## config.mk

```make
export PLATFORM = sky130hd
export DESIGN_NAME = wildcard_pattern_matcher
export DESIGN_NICKNAME = d
export VERILOG_FILES = /design/src/rtl/core/wpm_pkg.sv /design/src/rtl/core/wpm_cell.sv /design/src/rtl/core/wildcard_pattern_matcher.sv
export VERILOG_INCLUDE_DIRS = /design/src /design/src/rtl/core
export SDC_FILE = /design/constraint.sdc
export NUM_CORES = 2
export LEC_CHECK = 0
export ABC_AREA = 1
export BUFFER_PORTS_ARGS = -buffer_cell sky130_fd_sc_hd__buf_2
export CAP_MARGIN = 20
export CORE_ASPECT_RATIO = 0.9
export CORE_UTILIZATION = 50
export CTS_CLUSTER_DIAMETER = 80
export CTS_CLUSTER_SIZE = 40
export DETAILED_ROUTE_END_ITERATION = 12
export GPL_TIMING_DRIVEN = 0
export MAX_ROUTING_LAYER = met4
export PLACE_DENSITY = 0.62
export SLEW_MARGIN = 20
export SYNTH_ARGS = -nofsm -noshare
export SYNTH_HDL_FRONTEND = slang
export SYNTH_SLANG_ARGS = --single-unit
export TNS_END_PERCENT = 20
```

## constraint.sdc

```tcl
create_clock -name clk -period 10.3 [get_ports clk]
set_clock_uncertainty 0.15 [all_clocks]
set_input_delay 2.06 -clock clk [delete_from_list [all_inputs] [get_ports clk]]
set_output_delay 2.06 -clock clk [all_outputs]
set_load 0.005 [all_outputs]
```

## src/rtl/core/wildcard_pattern_matcher_macros.svh

```systemverilog
// Assertion macros for the wildcard pattern matcher.
// Included by the RTL files that carry concurrent checks; no other dependencies.
`ifndef WILDCARD_PATTERN_MATCHER_MACROS_SVH
`define WILDCARD_PATTERN_MATCHER_MACROS_SVH

// Same-cycle implication, checked outside reset.
`define WPM_ASSERT_SAME(label, clk, rst_n, ante, cons, msg) \
    label: assert property (@(posedge clk) disable iff (!rst_n) (ante) |-> (cons)) \
        else $error(msg);

// Next-cycle implication, checked outside reset.
`define WPM_ASSERT_NEXT(label, clk, rst_n, ante, cons, msg) \
    label: assert property (@(posedge clk) disable iff (!rst_n) (ante) |=> (cons)) \
        else $error(msg);

`endif

```

## src/rtl/core/wpm_pkg.sv

```systemverilog
// Shared types and constants for the wildcard pattern matcher.
// Used by wpm_cell and wildcard_pattern_matcher; no dependencies.
package wpm_pkg;

    localparam int MAX_PATTERN_DEF = 64;
    localparam int LEN_OUT_W       = 7;

    localparam logic [7:0] STAR_BYTE = 8'd42;
    localparam logic [7:0] ANY_BYTE  = 8'd63;

    typedef enum logic [1:0] {
        CMD_CLEAR  = 2'd0,
        CMD_APPEND = 2'd1,
        CMD_BEGIN  = 2'd2,
        CMD_TEXT   = 2'd3
    } cmd_t;

    typedef struct packed {
        cmd_t       cmd;
        logic [7:0] symbol;
    } item_t;

    typedef struct packed {
        logic                 matched;
        logic                 overflow;
        logic [LEN_OUT_W-1:0] pattern_length;
    } result_t;

    // Broadcast to every cell.
    typedef struct packed {
        logic       load;
        logic       feed;
        logic       write;
        logic [7:0] symbol;
    } cell_ctrl_t;

    // Passed from one cell to the next.
    typedef struct packed {
        logic step;
        logic close;
    } link_t;

endpackage

```

## src/rtl/core/wpm_cell.sv

```systemverilog
// One pattern position: stored pattern byte and its active flag.
// Depends on wpm_pkg; chained by wildcard_pattern_matcher.
module wpm_cell #(
    parameter int IDX   = 0,
    parameter int LEN_W = 7
) (
    input  logic               clk,
    input  logic               rst_n,
    input  wpm_pkg::cell_ctrl_t ctrl,
    input  logic [LEN_W-1:0]   len_cur,
    input  logic [LEN_W-1:0]   len_new,
    input  wpm_pkg::link_t     link_in,
    output wpm_pkg::link_t     link_out,
    output logic               active,
    output logic               hit
);
    import wpm_pkg::*;

    logic [7:0] pat_reg;
    logic [7:0] pat_next;
    logic       active_reg;
    logic       active_next;
    logic       wr;
    logic [7:0] byte_eff;
    logic       used;
    logic       is_star;
    logic       fits;
    logic       pre;
    logic       post;

    always_comb
    begin
        wr       = ctrl.write && (len_cur == LEN_W'(IDX));
        byte_eff = wr ? ctrl.symbol : pat_reg;
        used     = LEN_W'(IDX) < len_new;
        is_star  = byte_eff == STAR_BYTE;
        fits     = (byte_eff == ANY_BYTE) || (byte_eff == ctrl.symbol);

        pre  = (ctrl.feed && active_reg && used && is_star) || link_in.step;
        post = pre || link_in.close;

        link_out.close = post && used && is_star;
        link_out.step  = ctrl.feed && active_reg && used && !is_star && fits;

        hit         = post && (len_new == LEN_W'(IDX));
        active_next = ctrl.load ? post : active_reg;
        pat_next    = wr ? ctrl.symbol : pat_reg;
    end

    assign active = active_reg;

    always_ff @(posedge clk or negedge rst_n)
    begin
        if (!rst_n)
        begin
            active_reg <= (IDX == 0);
        end
        else
        begin
            active_reg <= active_next;
        end
    end

    always_ff @(posedge clk)
    begin
        pat_reg <= pat_next;
    end

endmodule

```

## src/rtl/core/wildcard_pattern_matcher.sv

```systemverilog
// Whole-string wildcard matcher ('*' any run, '?' any one byte).
// Top level: a row of wpm_cell positions plus the end-of-pattern flag.
// Depends on wpm_pkg, wpm_cell and wildcard_pattern_matcher_macros.svh.
//
// Usage: one input channel (item_valid/item_stall/item) carries commands:
// clear pattern, append pattern byte, begin new text, feed text byte.
// Each transaction yields exactly one result transaction on the output
// channel (result_valid/result_stall/result): whether the text so far
// matches the whole pattern, an overflow flag for refused appends, and
// the stored pattern length.
// Throughput: one transaction per cycle while item_stall is low. The result
// is valid the cycle after the item is accepted. The per-item update,
// including star closure, ripples once through the cell row in the accept cycle.
// Stall: while a result is held and result_stall is high, item_stall is
// raised; the result register keeps its value until taken.
// Reset: pattern empty, only position zero active, no result pending.
`include "wildcard_pattern_matcher_macros.svh"

module wildcard_pattern_matcher #(
    parameter int MAX_PATTERN = wpm_pkg::MAX_PATTERN_DEF
) (
    input  logic             clk,
    input  logic             rst_n,
    input  logic             item_valid,
    output logic             item_stall,
    input  wpm_pkg::item_t   item,
    output logic             result_valid,
    input  logic             result_stall,
    output wpm_pkg::result_t result
);
    import wpm_pkg::*;

    localparam int LEN_W = $clog2(MAX_PATTERN + 1);

    logic [LEN_W-1:0]   len_reg;
    logic [LEN_W-1:0]   len_next;
    logic [LEN_W-1:0]   len_new;
    logic               end_reg;
    logic               end_next;
    logic               end_post;
    logic               result_valid_reg;
    logic               result_valid_next;
    result_t            result_reg;
    result_t            result_next;

    logic               accept;
    logic               full;
    logic               append_ok;
    cell_ctrl_t         ctrl;
    link_t              links [0:MAX_PATTERN];
    logic [MAX_PATTERN-1:0] act_vec;
    logic [MAX_PATTERN:0]   hit_vec;
    logic [MAX_PATTERN:0]   act_all;

    assign item_stall = result_valid_reg && result_stall;
    assign accept     = item_valid && !item_stall;
    assign full       = len_reg == LEN_W'(MAX_PATTERN);
    assign append_ok  = (item.cmd == CMD_APPEND) && !full;

    always_comb
    begin
        unique case (item.cmd)
            CMD_CLEAR:  len_new = '0;
            CMD_APPEND: len_new = append_ok ? len_reg + LEN_W'(1) : len_reg;
            CMD_BEGIN:  len_new = len_reg;
            CMD_TEXT:   len_new = len_reg;
        endcase

        ctrl.load   = accept && !((item.cmd == CMD_APPEND) && full);
        ctrl.feed   = item.cmd == CMD_TEXT;
        ctrl.write  = accept && append_ok;
        ctrl.symbol = item.symbol;
    end

    assign links[0].step  = item.cmd != CMD_TEXT;
    assign links[0].close = 1'b0;

    genvar g;
    generate
        for (g = 0; g < MAX_PATTERN; g++)
        begin : g_cell
            wpm_cell #(
                .IDX   (g),
                .LEN_W (LEN_W)
            ) u_cell (
                .clk      (clk),
                .rst_n    (rst_n),
                .ctrl     (ctrl),
                .len_cur  (len_reg),
                .len_new  (len_new),
                .link_in  (links[g]),
                .link_out (links[g+1]),
                .active   (act_vec[g]),
                .hit      (hit_vec[g])
            );
        end
    endgenerate

    assign end_post             = links[MAX_PATTERN].step || links[MAX_PATTERN].close;
    assign hit_vec[MAX_PATTERN] = end_post && (len_new == LEN_W'(MAX_PATTERN));

    always_comb
    begin
        end_next = ctrl.load ? end_post : end_reg;
        len_next = accept ? len_new : len_reg;
        act_all  = {end_reg, act_vec};

        result_next.matched  = (|hit_vec) &&
                               ((item.cmd == CMD_BEGIN) || (item.cmd == CMD_TEXT));
        result_next.overflow = (item.cmd == CMD_APPEND) && full;
        result_next.pattern_length = LEN_OUT_W'(len_new);

        result_valid_next = accept || item_stall;
    end

    always_ff @(posedge clk or negedge rst_n)
    begin
        if (!rst_n)
        begin
            len_reg          <= '0;
            end_reg          <= 1'b0;
            result_valid_reg <= 1'b0;
        end
        else
        begin
            len_reg          <= len_next;
            end_reg          <= end_next;
            result_valid_reg <= result_valid_next;
        end
    end

    always_ff @(posedge clk)
    begin
        if (accept)
        begin
            result_reg <= result_next;
        end
    end

    assign result_valid = result_valid_reg;
    assign result       = result_reg;

    `WPM_ASSERT_SAME(a_overflow_full, clk, rst_n,
        result_valid_reg && result_reg.overflow,
        !result_reg.matched && (result_reg.pattern_length == LEN_OUT_W'(MAX_PATTERN)),
        "overflow reported without a full pattern store")
    `WPM_ASSERT_NEXT(a_clear_state, clk, rst_n,
        accept && (item.cmd == CMD_CLEAR),
        (len_reg == '0) && (act_all == (MAX_PATTERN + 1)'(1)),
        "clear did not reset length and active set")
    `WPM_ASSERT_SAME(a_active_bound, clk, rst_n,
        1'b1,
        (act_all >> len_reg) <= (MAX_PATTERN + 1)'(1),
        "active position beyond pattern length")
    `WPM_ASSERT_NEXT(a_append_len, clk, rst_n,
        accept && append_ok,
        (len_reg == $past(len_reg) + LEN_W'(1)) && act_all[0],
        "append did not grow length or restart text")

endmodule
```

==> metrics <==
Post-DP HPWL 85810 um; Synth Instances 4894; routability cong. 1.019; Reg2Reg Setup Slack -1.60 ns; Final Setup Violations 14; Pint 3.640 mW; WL final 124800 um; outcome complete, but fails checks; CP Launch Type primary input; cell mode on critical path buf_4; Req. time, crit path 10.52 ns; Clock Pin Slew Worst Setup and Hold Paths 0.10 ns; largest net degree at the start of global routing 39; Post-synth EDFFs 9; FMAX 0.08252 GHz; syn avg cell area 6.683 sq um; Max IR drop VDD 0.1482 mV; Layout Utilization 0.5815; all-layer global routing usage 0.3733; post-synthesis sequential area ratio 0.3768; R2R Path Start len_reg[0]; final period utilization 1.177; fraction of layout cells with a size suffix above 1 0.1285; #FFs+latches synth 593; Final WS setup -1.819 ns; failing checks setup timing; CP max stage cell a2111oi_4; Sw Ratio 0.3460; die height 244.6 um; Slew @ Worst Pin 1.225 ns; Seq pwr share 0.454; Syn Nets 4912; H-tree depth 2; area of the core 0.06441 sq mm; port bufs 22; flip-flop count of the largest register after layout 512; Setup crit end kind register; clk buf depth 3; Comb pwr share 0.225; hold path start g_cell[0].u_cell.pat_reg[1]; Num CTS Buffers 37; Clock Latency Late Sink 0.61 ns; Routed wire per std cell 20.80 um; Crit. Startpoint result_stall; Die Span X 271.6 um; first-pass GRT wire length 188200 um; nets 5138; Power per Cell Area 148.6 mW/mm^2; Syn. warnings 0; die area 0.06644 sq mm; register area 0.01232 sq mm; Final Hold Vio Count 0; Max stage delay on crit path 0.31 ns; Sw Pwr 1.926 mW; DRC 0; LEAKAGE 16.14 nW; I/O pins 25; vias 35859; initial detailed-routing violation count 4007; Max-slew headroom 0.1744; CP max FO 7; number of fillers in the final layout 6347; maxcap violations 0; initial core utilization 0.5078; Worst Path Arrival 12.34 ns; DRT antenna net count 0; Netlist cell types 69; WS Path Type in2reg; number of antenna violations at the first check in global routing 2; CTS sink count 593; post-route setup TNS -13.43 ns; clock power share 0.320; # rows 88; Multi-input gate area 0.01838 sq mm; final worst path period need 12.12 ns; top_reg_cell synth dfxtp_1; CTS Root Cell clkbuf_16; CTS tree built; area delta synth->final 14.52%; Avg Vias per Cell 5.976; DRT Pass-1 Iters 6; Post-synth ARST share 0.1214; RSZ-0062 raised after global routing yes; vias in the first global route 31691; Slew Viols, Final 0; hold crit path type reg2reg; remaining global-route overflow 0; Mapped Area 0.03271 sq mm
==> final timing paths <==
path | to | cells after the start
setup / recovery | result[8] | 79
hold / removal | g_cell[0].u_cell.pat_reg[1] | 2
setup reg to reg | result[8] | 76
hold reg to reg | g_cell[0].u_cell.pat_reg[1] | 2
max in group asynchronous | g_cell[27].u_cell.active | 2
min in group asynchronous | result_valid | 1
==> power groups by stage <==
stage | Clock (mW) | Combinational (mW) | Sequential, mW
global placement | 0 | 1.09 | 2.57
global route | 1.88 | 1.36 | 2.55
CTS | 1.80 | 1.14 | 2.53
finish | 1.78 | 1.26 | 2.53
floorplan | 0 | 0.764 | 2.56
detailed placement | 0 | 1.09 | 2.58
==> cell type report <==
cell class / count / share of cell area
timing repair buffer: 185 / 0.03805
clock buffer: 40 / 0.02555
antenna: 1 / 0.00006680
multi-input combinational: 3593 / 0.4907
buffer: 245 / 0.03006
clock inverter: 24 / 0.01022
tap: 855 / 0.02856
inverter: 465 / 0.04783
sequential: 593 / 0.3290
==> cell families after synthesis <==
kind of cell | share of synthesized area
simple gates | 0.3447
buf+inv | 0.08565
flops | 0.3768
xor+xnor | 0.004017
compound gates | 0.1874
fa+ha+maj | 0.001530
==> cells in the final DEF (no fill, tap or decap), drive strengths merged, types with 9 or more instances in the layout <==
| cell type | n |
|---|---|
| clkinv | 13 |
| nand3 | 214 |
| buf | 250 |
| clkbuf | 220 |
| nand3b | 9 |
| edfxtp | 9 |
| dfxtp | 512 |
| nor2 | 558 |
| and3 | 12 |
| dfrtp | 71 |
| nand4 | 179 |
| a32oi | 10 |
| o21ai | 467 |
| xor2 | 15 |
| o21a | 11 |
| a221oi | 9 |
| o2111ai | 83 |
| or2 | 70 |
| o22ai | 15 |
| nand2 | 1261 |
| o211ai | 12 |
| o41ai | 37 |
| nor3 | 119 |
| a31oi | 44 |
| a21oi | 298 |
| o221ai | 35 |
| inv | 469 |
| nor4 | 95 |
==> metal layers <==
layer / GRT usage / up-vias / routed length [um]
met3: 0.05547 / 316 / 11580
li1: - / 17084 / -
met4: 0.1327 / 0 / 4825
met2: 0.5618 / 1737 / 53870
met5: - / - / 0
met1: 0.5085 / 16722 / 54550
==> cell usage after synthesis (6+ instances only) <==
cell type     n  share of area
edfxtp_1      9         0.0083
inv_2        12         0.0014
nand3_1     209          0.032
a221oi_1      9         0.0024
buf_1        46         0.0053
nand2_1    1190           0.14
a21oi_1     292          0.045
dfxtp_1     512           0.31
and3_1        9         0.0017
a21oi_2       6         0.0016
o221ai_1     35         0.0094
o21ai_1      32         0.0049
o41ai_1      37         0.0099
xor2_1       15         0.0040
nor2_4        6         0.0021
inv_1       444          0.051
o22ai_1      15         0.0029
o2111ai_1    83          0.022
nand3b_1      9         0.0021
clkbuf_1    177          0.020
a32oi_1      10         0.0027
buf_6         9         0.0031
o21a_1       11         0.0025
nor2_2       14         0.0027
nor2_1      534          0.061
or2_2        68          0.013
o21ai_0     433          0.066
nor4_1       94          0.018
nor3_1      116          0.018
clkinv_1      6        0.00069
nand4_1     177          0.034
o211ai_1     12         0.0028
dfrtp_1      71          0.054
a31oi_1      44         0.0084
buf_4         8         0.0018
nand2_2      65          0.012
==> critical path, delay by kind of cell <==
kind                   cells  cell delay, ns
AOI/OAI and AO/OA         18            3.26
buffers and inverters     34            3.97
and+or+nand+nor           27            2.98
==> per-stage QoR <==
stage	hold WS [ns]	setup slack (ns)	area, sq um	std cells	total power [mW]
final	0.3482	-1.819	37460	6001	5.567
after global placement	0.3233	-4.013	33890	5771	3.660
after CTS	0.3383	-1.626	36370	5933	5.473
after global routing	0.3602	-2.569	37460	6001	5.789
after detailed placement	0.3222	-3.981	33920	5772	3.668
after floorplan	0.3051	-0.6518	32710	4894	3.327
==> what timing repair did <==
action | in CTS | in global routing
setup endpoints to repair | 22 | 21
hold buffers | 0 | 0
pin swaps | 25 | 75
buffers inserted | 94 | 74
gates resized for setup | 131 | 178
endpoints found under the hold margin | 0 | 0
cloned | 3 | 2
(Power assumes the default switching activity.)
